<file path="config.mk">
export PLATFORM = sky130hd
export DESIGN_NAME = arp_cache_with_aging_unit
export DESIGN_NICKNAME = d
export VERILOG_FILES = /design/src/hw/rtl/arpc_pkg.sv /design/src/hw/rtl/arp_cache_with_aging_unit.sv /design/src/hw/rtl/arpc_ram.sv /design/src/hw/rtl/arpc_cmp.sv
export SDC_FILE = /design/constraint.sdc
export NUM_CORES = 2
export LEC_CHECK = 0
export BUFFER_PORTS_ARGS = -buffer_cell sky130_fd_sc_hd__buf_2
export CAP_MARGIN = 20
export CORE_ASPECT_RATIO = 0.9
export CORE_MARGIN = 4
export CORE_UTILIZATION = 35
export DETAILED_ROUTE_END_ITERATION = 8
export GPL_TIMING_DRIVEN = 0
export SETUP_SLACK_MARGIN = 0.02
export SLEW_MARGIN = 10
export SYNTH_ARGS = -nofsm -noshare
export SYNTH_HDL_FRONTEND = slang
export SYNTH_HIERARCHICAL = 1
export SYNTH_SLANG_ARGS = --single-unit
</file>
<file path="constraint.sdc">
create_clock -name i_clk -period 15.4 [get_ports i_clk]
set_input_delay 1.54 -clock i_clk [delete_from_list [all_inputs] [get_ports i_clk]]
set_output_delay 1.54 -clock i_clk [all_outputs]
set_load 0.005 [all_outputs]
</file>
<file path="src/hw/rtl/arpc_pkg.sv">
// Shared types, codes and constants of the ARP cache with entry aging.
// No dependencies; used by the compare unit and the top level.
package arpc_pkg;

    localparam int ENTRIES_DEF = 16;

    localparam int IP_W     = 32;
    localparam int MAC_W    = 48;
    localparam int TIME_W   = 32;
    localparam int TMO_W    = 16;
    localparam int ACT_W    = 2;
    localparam int STAT_W   = 3;
    localparam int ENTRY_W  = IP_W + MAC_W + TIME_W;

    // Packed entry word, lowest bits first: expiry, mac, ip.
    localparam int EXP_LSB  = 0;
    localparam int MAC_LSB  = TIME_W;
    localparam int IP_LSB   = TIME_W + MAC_W;

    localparam logic [TMO_W-1:0] TIMEOUT_RST = TMO_W'(600);

    // Input actions.
    localparam logic [ACT_W-1:0] ACT_LOOKUP = 2'd0;
    localparam logic [ACT_W-1:0] ACT_INSERT = 2'd1;
    localparam logic [ACT_W-1:0] ACT_TICK   = 2'd2;

    // Result status codes.
    localparam logic [STAT_W-1:0] ST_HIT     = 3'd0;
    localparam logic [STAT_W-1:0] ST_MISS    = 3'd1;
    localparam logic [STAT_W-1:0] ST_NEW     = 3'd2;
    localparam logic [STAT_W-1:0] ST_UPDATED = 3'd3;
    localparam logic [STAT_W-1:0] ST_FULL    = 3'd4;
    localparam logic [STAT_W-1:0] ST_TICK    = 3'd5;

    // Configuration register indexes.
    localparam logic REG_TIMEOUT   = 1'b0;
    localparam logic REG_EXPIRY_EN = 1'b1;

    // Verdict of the compare unit on one table entry.
    typedef struct packed {
        logic hit;      // valid and address matches
        logic expired;  // expiry checks on and expiry not later than now
        logic free;     // slot may take a new entry
    } t_cmp_res;

endpackage

</file>
<file path="src/hw/rtl/arp_cache_with_aging_unit.sv">
// ARP cache with entry aging: top level, sequencer, valid bits and clock.
// Lookup and insert scan the whole table, reading one table entry per cycle through
// the compare unit, before the result is raised; ticks and unknown actions go straight
// to the finishing state. The next transaction can be accepted in the cycle the result
// is raised; a held result stalls the finishing state until the output drains.
// Reset (synchronous, active low) clears all valid bits at once, zeroes the
// seconds counter and loads timeout 600 and expiry enabled; no clearing pass.
// Depends on arpc_pkg, arpc_ram and arpc_cmp.
module arp_cache_with_aging_unit
    import arpc_pkg::*;
#(
    parameter int ENTRIES = ENTRIES_DEF
) (
    input  logic              i_clk,
    input  logic              i_rst_n,

    // Configuration write channel.
    input  logic              i_cfg_valid,
    output logic              o_cfg_ready,
    input  logic              i_cfg_index,
    input  logic [TMO_W-1:0]  i_cfg_data,

    // Request stream.
    input  logic              s_axis_tvalid,
    output logic              s_axis_tready,
    input  logic [79:0]       s_axis_tdata,   // [31:0] ip_addr, [79:32] mac_in
    input  logic [7:0]        s_axis_tuser,   // [1:0] action, [7:2] zero

    // Result stream.
    output logic              m_axis_tvalid,
    input  logic              m_axis_tready,
    output logic [47:0]       m_axis_tdata,   // [47:0] mac_out
    output logic [7:0]        m_axis_tuser    // [2:0] status, [3] found, [7:4] zero
);

    localparam int IW = (ENTRIES > 1) ? $clog2(ENTRIES) : 1;
    localparam logic [IW-1:0] LAST_IDX = IW'(ENTRIES - 1);

    // Sequencer states.
    localparam logic [1:0] S_IDLE = 2'd0;
    localparam logic [1:0] S_SCAN = 2'd1;
    localparam logic [1:0] S_FIN  = 2'd2;

    // ------------------------------------------------------------------
    // Registers
    // ------------------------------------------------------------------
    logic [1:0]          r_state, n_state;
    logic [ENTRIES-1:0]  r_valid, n_valid;
    logic [TIME_W-1:0]   r_now, n_now;
    logic [TMO_W-1:0]    r_timeout;
    logic                r_exp_en;

    // Latched request.
    logic [ACT_W-1:0]    r_action, n_action;
    logic [IP_W-1:0]     r_ip, n_ip;
    logic [MAC_W-1:0]    r_mac, n_mac;

    // Scan pointer and read pipeline.
    logic [IW-1:0]       r_addr, n_addr;
    logic                r_issuing, n_issuing;
    logic                r_rvld, n_rvld;
    logic [IW-1:0]       r_ridx, n_ridx;

    // Scan findings: first matching entry and first free slot.
    logic                r_match, n_match;
    logic                r_match_exp, n_match_exp;
    logic [IW-1:0]       r_match_idx, n_match_idx;
    logic [MAC_W-1:0]    r_match_mac, n_match_mac;
    logic                r_free, n_free;
    logic [IW-1:0]       r_free_idx, n_free_idx;

    // Output register.
    logic                r_out_valid, n_out_valid;
    logic [STAT_W-1:0]   r_out_status, n_out_status;
    logic                r_out_found, n_out_found;
    logic [MAC_W-1:0]    r_out_mac, n_out_mac;

    // ------------------------------------------------------------------
    // Table memory and shared compare unit
    // ------------------------------------------------------------------
    logic                ram_wr_en;
    logic [IW-1:0]       ram_wr_addr;
    logic [ENTRY_W-1:0]  ram_wr_data;
    logic [ENTRY_W-1:0]  ram_rd_data;
    t_cmp_res            cmp_res;

    arpc_ram #(
        .WIDTH (ENTRY_W),
        .DEPTH (ENTRIES)
    ) u_table (
        .i_clk     (i_clk),
        .i_wr_en   (ram_wr_en),
        .i_wr_addr (ram_wr_addr),
        .i_wr_data (ram_wr_data),
        .i_rd_en   (r_issuing),
        .i_rd_addr (r_addr),
        .o_rd_data (ram_rd_data)
    );

    arpc_cmp u_cmp (
        .i_valid        (r_valid[r_ridx]),
        .i_entry_ip     (ram_rd_data[IP_LSB +: IP_W]),
        .i_entry_expiry (ram_rd_data[EXP_LSB +: TIME_W]),
        .i_key          (r_ip),
        .i_now          (r_now),
        .i_expiry_en    (r_exp_en),
        .o_res          (cmp_res)
    );

    // ------------------------------------------------------------------
    // Handshakes
    // ------------------------------------------------------------------
    logic in_fire;
    logic commit;
    logic live_match;

    assign o_cfg_ready   = 1'b1;
    assign s_axis_tready = (r_state == S_IDLE);
    assign in_fire       = s_axis_tvalid && s_axis_tready;
    // Finish the transaction only when the output register is free or draining.
    assign commit        = (r_state == S_FIN) && (!r_out_valid || m_axis_tready);
    assign live_match    = r_match && !r_match_exp;

    // New expiry: now plus timeout, saturating at the top of the clock.
    logic [TIME_W:0]     exp_sum;
    logic [TIME_W-1:0]   exp_new;

    assign exp_sum = {1'b0, r_now} + (TIME_W + 1)'(r_timeout);
    assign exp_new = exp_sum[TIME_W] ? {TIME_W{1'b1}} : exp_sum[TIME_W-1:0];

    assign ram_wr_data = {r_ip, r_mac, exp_new};

    // ------------------------------------------------------------------
    // Sequencer
    // ------------------------------------------------------------------
    always_comb begin
        n_state      = r_state;
        n_valid      = r_valid;
        n_now        = r_now;
        n_action     = r_action;
        n_ip         = r_ip;
        n_mac        = r_mac;
        n_addr       = r_addr;
        n_issuing    = r_issuing;
        n_rvld       = 1'b0;
        n_ridx       = r_addr;
        n_match      = r_match;
        n_match_exp  = r_match_exp;
        n_match_idx  = r_match_idx;
        n_match_mac  = r_match_mac;
        n_free       = r_free;
        n_free_idx   = r_free_idx;
        n_out_valid  = r_out_valid && !m_axis_tready;
        n_out_status = r_out_status;
        n_out_found  = r_out_found;
        n_out_mac    = r_out_mac;
        ram_wr_en    = 1'b0;
        ram_wr_addr  = r_match_idx;

        unique case (r_state)
            S_IDLE: begin
                if (in_fire) begin
                    n_action  = s_axis_tuser[ACT_W-1:0];
                    n_ip      = s_axis_tdata[IP_W-1:0];
                    n_mac     = s_axis_tdata[IP_W +: MAC_W];
                    n_addr    = '0;
                    n_match   = 1'b0;
                    n_free    = 1'b0;
                    if ((s_axis_tuser[ACT_W-1:0] == ACT_LOOKUP) ||
                        (s_axis_tuser[ACT_W-1:0] == ACT_INSERT)) begin
                        n_issuing = 1'b1;
                        n_state   = S_SCAN;
                    end else begin
                        n_state   = S_FIN;
                    end
                end
            end

            S_SCAN: begin
                // Issue one read a cycle, judge the entry that returns.
                n_rvld = r_issuing;
                if (r_issuing) begin
                    if (r_addr == LAST_IDX) begin
                        n_issuing = 1'b0;
                    end else begin
                        n_addr = r_addr + IW'(1);
                    end
                end
                if (r_rvld) begin
                    if (!r_match && cmp_res.hit) begin
                        n_match     = 1'b1;
                        n_match_exp = cmp_res.expired;
                        n_match_idx = r_ridx;
                        n_match_mac = ram_rd_data[MAC_LSB +: MAC_W];
                    end
                    if (!r_free && cmp_res.free) begin
                        n_free     = 1'b1;
                        n_free_idx = r_ridx;
                    end
                    if (r_ridx == LAST_IDX) begin
                        n_state = S_FIN;
                    end
                end
            end

            S_FIN: begin
                if (commit) begin
                    n_out_valid  = 1'b1;
                    n_out_status = ST_MISS;
                    n_out_found  = 1'b0;
                    n_out_mac    = '0;
                    n_state      = S_IDLE;
                    // Drop an expired match before any new fill.
                    if (r_match && r_match_exp &&
                        ((r_action == ACT_LOOKUP) || (r_action == ACT_INSERT))) begin
                        n_valid[r_match_idx] = 1'b0;
                    end
                    priority if (r_action == ACT_LOOKUP) begin
                        if (live_match) begin
                            n_out_status = ST_HIT;
                            n_out_found  = 1'b1;
                            n_out_mac    = r_match_mac;
                        end
                    end else if (r_action == ACT_INSERT) begin
                        if (live_match) begin
                            ram_wr_en    = 1'b1;
                            ram_wr_addr  = r_match_idx;
                            n_out_status = ST_UPDATED;
                        end else if (r_free) begin
                            ram_wr_en           = 1'b1;
                            ram_wr_addr         = r_free_idx;
                            n_valid[r_free_idx] = 1'b1;
                            n_out_status        = ST_NEW;
                        end else begin
                            n_out_status = ST_FULL;
                        end
                    end else if (r_action == ACT_TICK) begin
                        if (r_now != {TIME_W{1'b1}}) begin
                            n_now = r_now + TIME_W'(1);
                        end
                        n_out_status = ST_TICK;
                    end else begin
                        // Unknown action: report a miss, change nothing.
                        n_out_status = ST_MISS;
                    end
                end
            end

            default: begin
                n_state = S_IDLE;
            end
        endcase
    end

    always_ff @(posedge i_clk) begin
        if (!i_rst_n) begin
            r_state     <= S_IDLE;
            r_valid     <= '0;
            r_now       <= '0;
            r_timeout   <= TIMEOUT_RST;
            r_exp_en    <= 1'b1;
            r_issuing   <= 1'b0;
            r_rvld      <= 1'b0;
            r_match     <= 1'b0;
            r_free      <= 1'b0;
            r_out_valid <= 1'b0;
        end else begin
            r_state     <= n_state;
            r_valid     <= n_valid;
            r_now       <= n_now;
            r_issuing   <= n_issuing;
            r_rvld      <= n_rvld;
            r_match     <= n_match;
            r_free      <= n_free;
            r_out_valid <= n_out_valid;
            if (i_cfg_valid && o_cfg_ready) begin
                unique case (i_cfg_index)
                    REG_TIMEOUT:   r_timeout <= i_cfg_data;
                    REG_EXPIRY_EN: r_exp_en  <= i_cfg_data[0];
                    default:       ;
                endcase
            end
        end
    end

    // Payload: no reset needed.
    always_ff @(posedge i_clk) begin
        r_action     <= n_action;
        r_ip         <= n_ip;
        r_mac        <= n_mac;
        r_addr       <= n_addr;
        r_ridx       <= n_ridx;
        r_match_exp  <= n_match_exp;
        r_match_idx  <= n_match_idx;
        r_match_mac  <= n_match_mac;
        r_free_idx   <= n_free_idx;
        r_out_status <= n_out_status;
        r_out_found  <= n_out_found;
        r_out_mac    <= n_out_mac;
    end

    assign m_axis_tvalid = r_out_valid;
    assign m_axis_tdata  = r_out_mac;
    assign m_axis_tuser  = {4'b0000, r_out_found, r_out_status};

`ifndef SYNTHESIS
    // Read data returns only during the scan.
    a_rvld_in_scan: assert property (@(posedge i_clk) disable iff (!i_rst_n)
        r_rvld |-> (r_state == S_SCAN))
        else $error("table read returned outside the scan");

    // A new result appears only out of the finishing state.
    a_result_from_fin: assert property (@(posedge i_clk) disable iff (!i_rst_n)
        $rose(m_axis_tvalid) |-> ($past(r_state) == S_FIN))
        else $error("result raised outside the finishing state");

    // The seconds counter never runs backward.
    a_now_monotonic: assert property (@(posedge i_clk) disable iff (!i_rst_n)
        1'b1 |=> (r_now >= $past(r_now)))
        else $error("seconds counter decreased");

    // A fill into a free slot leaves that slot valid.
    a_fill_sets_valid: assert property (@(posedge i_clk) disable iff (!i_rst_n)
        (commit && (r_action == ACT_INSERT) && !live_match && r_free)
            |=> r_valid[$past(r_free_idx)])
        else $error("filled slot not marked valid");
`endif

endmodule

</file>
<file path="src/hw/rtl/arpc_ram.sv">
// Generic simple dual-port RAM, one write and one registered read port.
// No dependencies.
module arpc_ram #(
    parameter int WIDTH = 8,
    parameter int DEPTH = 16,
    localparam int AW = (DEPTH > 1) ? $clog2(DEPTH) : 1
) (
    input  logic             i_clk,
    input  logic             i_wr_en,
    input  logic [AW-1:0]    i_wr_addr,
    input  logic [WIDTH-1:0] i_wr_data,
    input  logic             i_rd_en,
    input  logic [AW-1:0]    i_rd_addr,
    output logic [WIDTH-1:0] o_rd_data
);

    logic [WIDTH-1:0] r_mem [DEPTH];
    logic [WIDTH-1:0] r_rd_data;

    always_ff @(posedge i_clk) begin
        if (i_wr_en) begin
            r_mem[i_wr_addr] <= i_wr_data;
        end
        if (i_rd_en) begin
            r_rd_data <= r_mem[i_rd_addr];
        end
    end

    assign o_rd_data = r_rd_data;

endmodule

</file>
<file path="src/hw/rtl/arpc_cmp.sv">
// Shared compare unit: judges one table entry against the key and the clock.
// Depends on arpc_pkg.
module arpc_cmp
    import arpc_pkg::*;
(
    input  logic              i_valid,
    input  logic [IP_W-1:0]   i_entry_ip,
    input  logic [TIME_W-1:0] i_entry_expiry,
    input  logic [IP_W-1:0]   i_key,
    input  logic [TIME_W-1:0] i_now,
    input  logic              i_expiry_en,
    output t_cmp_res          o_res
);

    logic expired;

    assign expired       = i_expiry_en && (i_entry_expiry <= i_now);
    assign o_res.hit     = i_valid && (i_entry_ip == i_key);
    assign o_res.expired = expired;
    assign o_res.free    = !i_valid || expired;

endmodule
</file>
=== Word-level counts from Yosys, hierarchy flattened ===
Memories as Yosys holds them, arrays and structs flattened. A register that Yosys moved wholly into a read port is not among the register bits.
Cells that the tools add are included.

* Bits in latches: 0
* Bits in writable memories: 1,792
* Output and inout port bits: 59
* ROM bits: 0
* Memories: 1
* Input port bits: 110
* Word-level logic and storage cells: 155
* Bits in registers: 271

* Bitwise logic cells: 6
* Div/mod/pow operators: 0
* Eq/ne operators: 18
* Shift operators: 0
* $mul: 0
* Mux-type cells: 59
* $add $sub $neg: 3
* $lt $le $gt $ge: 6
* Reductions and logical operators: 40

{| class="wikitable"
|+ Memories
! memory !! words !! bits a word !! read ports !! clocked after memory_dff !! write ports !! line !! RTL
|-
| u_table.r_mem || 16 || 112 || 1 || 1 || 1 || arpc_ram.sv:17 || <nowiki>logic [WIDTH-1:0] r_mem [DEPTH];</nowiki>
|}

{| class="wikitable"
|+ Operator list
! operator !! count
|-
| two-way mux 16 bit || 7
|-
| two-way mux 4 bit || 9
|-
| adder 32 x 16 -> 33 bit || 1
|-
| adder 32 x 1 -> 32 bit, second input constant || 1
|-
| equality test 32 bit || 1
|-
| <= comparator 32 bit || 1
|-
| two-way mux 32 bit || 1
|-
| != test 32 bit, second input constant || 1
|-
| two-way mux 1 bit || 24
|-
| AND 16 bit || 1
|-
| inverter 16 bit || 1
|-
| bitwise OR 16 bit || 1
|-
| AND reduction 4 bit || 4
|-
| less-than comparator 4 x 5 -> 1 bit, second input constant || 3
|-
| two-way mux 3 bit || 5
|-
| != test 2 bit, second input constant || 7
|-
| logical AND 1 bit || 12
|-
| AND reduction 2 bit || 6
|-
| two-way mux 2 bit || 5
|-
| AND reduction 3 bit || 3
|-
| demux 1 bit (select 4 bit) || 2
|-
| equality test 4 bit, second input constant || 2
|-
| greater-or-equal comparator 4 x 1 -> 1 bit, second input constant || 2
|-
| one-hot mux 4 bit (2 select lines) || 1
|-
| 13 further kinds || 31
|}

=== Longest topological paths before layout ===
* Word-level depth: 14
* Depth in mapped cells: 10
* Depth with buffers taken out: 10

=== Hierarchy ===
Netlist, hierarchy kept.

{| class="wikitable"
|+ By module, submodules not included
! module !! area an instance (µm²) !! sequential area each (µm²) !! instances !! cells each
|-
| arpc_ram || 70,291.2 || 57,174.8 || 1 || 2,864
|-
| arp_cache_with_aging_unit || 11,172.0 || 7,377.1 || 1 || 880
|-
| arpc_cmp || 1,208.7 || 0.0 || 1 || 161
|}

=== Worst setup path before layout ===
OpenSTA, ideal clock, no wires.

* Path kind: input port to flip-flop
* From: input port m_axis_tready
* To: memory u_table/r_mem[0][0] (netlist bit) (enable)
* Data required time: 14.680 ns
* Buffers on the path: 0
* Stages on the path: 5
* Slack: 3.846 ns
* Arrival: 10.835 ns
* Setup time: 0.720 ns
* Path through: nor2b_1 nor4_1 mux2_2 or3b_2 nor3_1

* Elaborated cells on any way between the ends: 8
* Those cells by class: 6 x mux; 2 x reduce/logical

{| class="wikitable"
|+ RTL lines
! what !! line !! RTL
|-
| start, declared || arp_cache_with_aging_unit.sv:31 || <nowiki>input logic m_axis_tready,</nowiki>
|-
| logical OR 1 bit || arp_cache_with_aging_unit.sv:121 || <nowiki>assign commit = (r_state == S_FIN) && (!r_out_valid || m_axis_tready);</nowiki>
|-
| logical AND 1 bit || arp_cache_with_aging_unit.sv:121 ||
|-
| two-way mux 4 bit || arp_cache_with_aging_unit.sv:207 || <nowiki>if (commit) begin</nowiki>
|-
| two-way mux 4 bit || arp_cache_with_aging_unit.sv:160 || <nowiki>unique case (r_state)</nowiki>
|-
| named net ram_wr_addr[2] || arp_cache_with_aging_unit.sv:82 || <nowiki>logic [IW-1:0] ram_wr_addr;</nowiki>
|-
| end, declared || arpc_ram.sv:17 ||
|}

The timed path passes the listed nets, and every way through them passes these cells.

==> results.sh <==
export IMPL_status="finished clean"
export IMPL_drv_cap=0
export IMPL_worstMarginPinSlew_ns=1.120
export IMPL_htreeDepth=4
export IMPL_p_switching_mw=2.679
export IMPL_num_fill_cells=20310
export IMPL_clk_pin_slew_ns=0.06
export IMPL_slew_viol_final=0
export IMPL_cts_sinks=2175
export IMPL_setup_viol=0
export IMPL_first_global_vias=41600
export IMPL_hold_path_class="flip-flop to flip-flop"
export IMPL_ys_ff_latch=2175
export IMPL_postLayoutSetupSlackWorst_ns=9.958
export IMPL_critPathKind="flip-flop to flip-flop"
export IMPL_p_total_mw=12.37
export IMPL_worst_endpoint_arrival_ns=5.97
export IMPL_p_seq_share_pct=53.7
export IMPL_crit_path_frequent_cell="buf_4"
export IMPL_relSlewSlack_pct=25.35
export IMPL_cpPeakStageDelay_ns=0.65
export IMPL_die_w_um=520.3
export IMPL_root_buffer="clkbuf_16"
export IMPL_ctsHoldBuffers=0
export IMPL_max_freq_ghz=0.1837
export IMPL_grt_max_degree=44
export IMPL_fp_dieH_um=469.1
export IMPL_finalCriticalPeriod_ns=5.442
export IMPL_yosysTopAreaCell="edfxtp_1"
export IMPL_crit_path_start_kind="flip-flop"
export IMPL_synth_edff_count=2099
export IMPL_cts_buffers=210
export IMPL_clockBufferDepth=3
export IMPL_coreArea_um2=234000
export IMPL_synthTopCellsByCount="edfxtp_1, mux4_2, a22oi_1"
export IMPL_hold_viol=0
export IMPL_first_iter_violations=4824
export IMPL_yosysSeqAreaShare_pct=78.08
export IMPL_place_inst=7380
export IMPL_syn_inst=3905
export IMPL_vias_per_cell=5.355
export IMPL_ys_warn_count=6
export IMPL_yosys_most_used_dff="edfxtp_1"
export IMPL_synth_area_um2=82670
export IMPL_p_comb_share_pct=5.6
export IMPL_vdd_drop_max_mv=0.09698
export IMPL_ant_nets=0
export IMPL_synth_distinct_cells=72
export IMPL_worstPathCellList="xnor2_1 > nand4_1 > nor4_1 > nand4_1 > nor4_2 > buf_4 > nor4b_2 > buf_4 > buf_4 > buf_4 > buf_4 > buf_4 > buf_4 > buf_4 > buf_2"
export IMPL_fin_nets=4609
export IMPL_dp_hpwl_um=137200
export IMPL_clock_latency_ns=0.84
export IMPL_yosysMostFrequentCell="edfxtp_1"
export IMPL_grtUsageTotal_pct=16.85
export IMPL_antenna_found_initial=9
export IMPL_firstDrtPassIters=8
export IMPL_drc=0
export IMPL_leakagePower_nw=29.96
export IMPL_cts_setup_buffers=0
export IMPL_num_rows=168
export IMPL_syn_area_per_cell_um2=21.17
export IMPL_drive_above_1_share_pct=25.56
export IMPL_crit_fanout=17
export IMPL_drt_wl_total_um=208000
export IMPL_stdcell_count=7767
export IMPL_pre_cts_ws_ns=9.366
export IMPL_min_period_over_period_pct=35.34
export IMPL_post_drt_wl_per_cell_um=26.78
export IMPL_grt_pass1_wl_um=300200
export IMPL_synth_top_area_share_pct=76.24
export IMPL_start_util_pct=35.34
export IMPL_area_growth_pct=17.28
export IMPL_io_pins=169
export IMPL_fin_setup_tns_ns=0
export IMPL_overflow=0
export IMPL_dieArea_um2=244100
export IMPL_rsz0062_at_grt="no"
export IMPL_place_gp_congestion=0.8061
export IMPL_cts_tree="yes"
export IMPL_required_ns=15.93
export IMPL_cts_resized=0
export IMPL_port_buffers=156
export IMPL_p_sw_share_pct=21.66
export IMPL_vias=41590
export IMPL_synthTopCellsByArea="edfxtp_1, mux4_2, a22oi_1"
export IMPL_synthArstFlopShare_pct=0
export IMPL_critPathCaptureType="flip-flop"
export IMPL_fin_skew_ns=0.06418
export IMPL_power_density_nw_per_um2=127.6
export IMPL_critPathSlowestCell="xnor2_1"
export IMPL_clockPowerShare_pct=40.7
export IMPL_p_int_mw=9.691
export IMPL_hold_ws_ns=0.4168
flip-flops by register name (all words and copies together), names as in the netlist, 2 cells and up:
name               cells
m_axis_tdata          48
n_ridx                 4
r_action               2
r_free_idx             4
r_ip                  32
r_mac                 48
r_match_idx            4
r_match_mac           48
r_now                 32
r_out_status           3
r_ridx                 4
r_state                2
r_timeout             16
r_valid               16
u_table/o_rd_data    112
u_table/r_mem       1792
worst max-delay path: cells and delay by family (launching register included):
family        cells  cell delay, ns
simple gates      5            1.96
buf+inv           9            1.85
xor+xnor          1            0.65
flops             1            0.62
layout make-up:
type	instances	area [µm²]	share of cell area, %
diodes	5	12.51	0.01290
well taps	3145	3935	4.059
plain buffers	192	989.7	1.021
clock buffers	259	5492	5.664
multi-input cells	1499	17150	17.68
clock inverters	122	1200	1.238
inverters	42	157.7	0.1626
flip-flops and latches	2175	64560	66.58
repair buffers	328	3467	3.576
logic make-up (layout without fill, tap and decap cells):
family / Yosys count / count (layout) / synth area share [%]
DFF: 2175 / 2175 / 78.08
and+or+nand+nor: 509 / 509 / 3.060
muxes: 466 / 466 / 12.52
AOI/OAI and AO/OA: 396 / 396 / 3.405
buffers and inverters: 234 / 943 / 1.382
xor gates and xnor gates: 72 / 72 / 0.7628
adders and majority gates: 51 / 51 / 0.7809
other: 2 / 10 / 0.009084
power by group through the flow:
stage / logic, mW / registers [mW] / clock network (mW)
2_1_floorplan: 0.432 / 6.74 / 0
3_3_place_gp: 0.671 / 6.79 / 0
3_5_place_dp: 0.696 / 6.78 / 0
4_1_cts: 0.700 / 6.65 / 5.15
5_1_grt: 0.741 / 6.66 / 5.40
6_report: 0.692 / 6.65 / 5.03
through the flow:
stage	cell area (µm²)	utilization, %
after floorplan	82680	-
after global placement	87400	37.36
after detailed placement	90240	38.57
after CTS	96930	41.43
after global routing	96940	41.44
final	96960	41.44
path summary, 6_finish.rpt:
path	from	end	slack [ns]	cells after the start
min reg2reg	u_table/o_rd_data[32]	r_match_mac[0]	0.42	0
max reg2reg	r_ip[30]	r_match_mac[45]	9.96	15
min	u_table/o_rd_data[32]	r_match_mac[0]	0.42	0
max	r_ip[30]	r_match_mac[45]	9.96	15
layer usage:
layer  global-route usage, %  routed length [µm]  share of wire [%]  vias up
met5                       0                  13             0.0063        -
met4                   3.899                4282                2.1        2
met3                   3.139               16960                8.2      275
met2                   24.93               92570                 45     1805
met1                   25.85               94160                 45    22220
li1                        -                   -                  -    17300
cells in the final DEF, fill, tap and decap left out, types with 50 or more instances in the layout:
master	instances
a22oi_1	226
clkbuf_1	129
buf_4	95
xnor2_1	54
clkbuf_16	212
ha_1	50
mux4_2	453
buf_2	170
clkinv_1	55
edfxtp_1	2099
buf_12	63
dfxtp_1	75
nand2_1	225
and2_1	72
(Power assumes the default switching activity.)
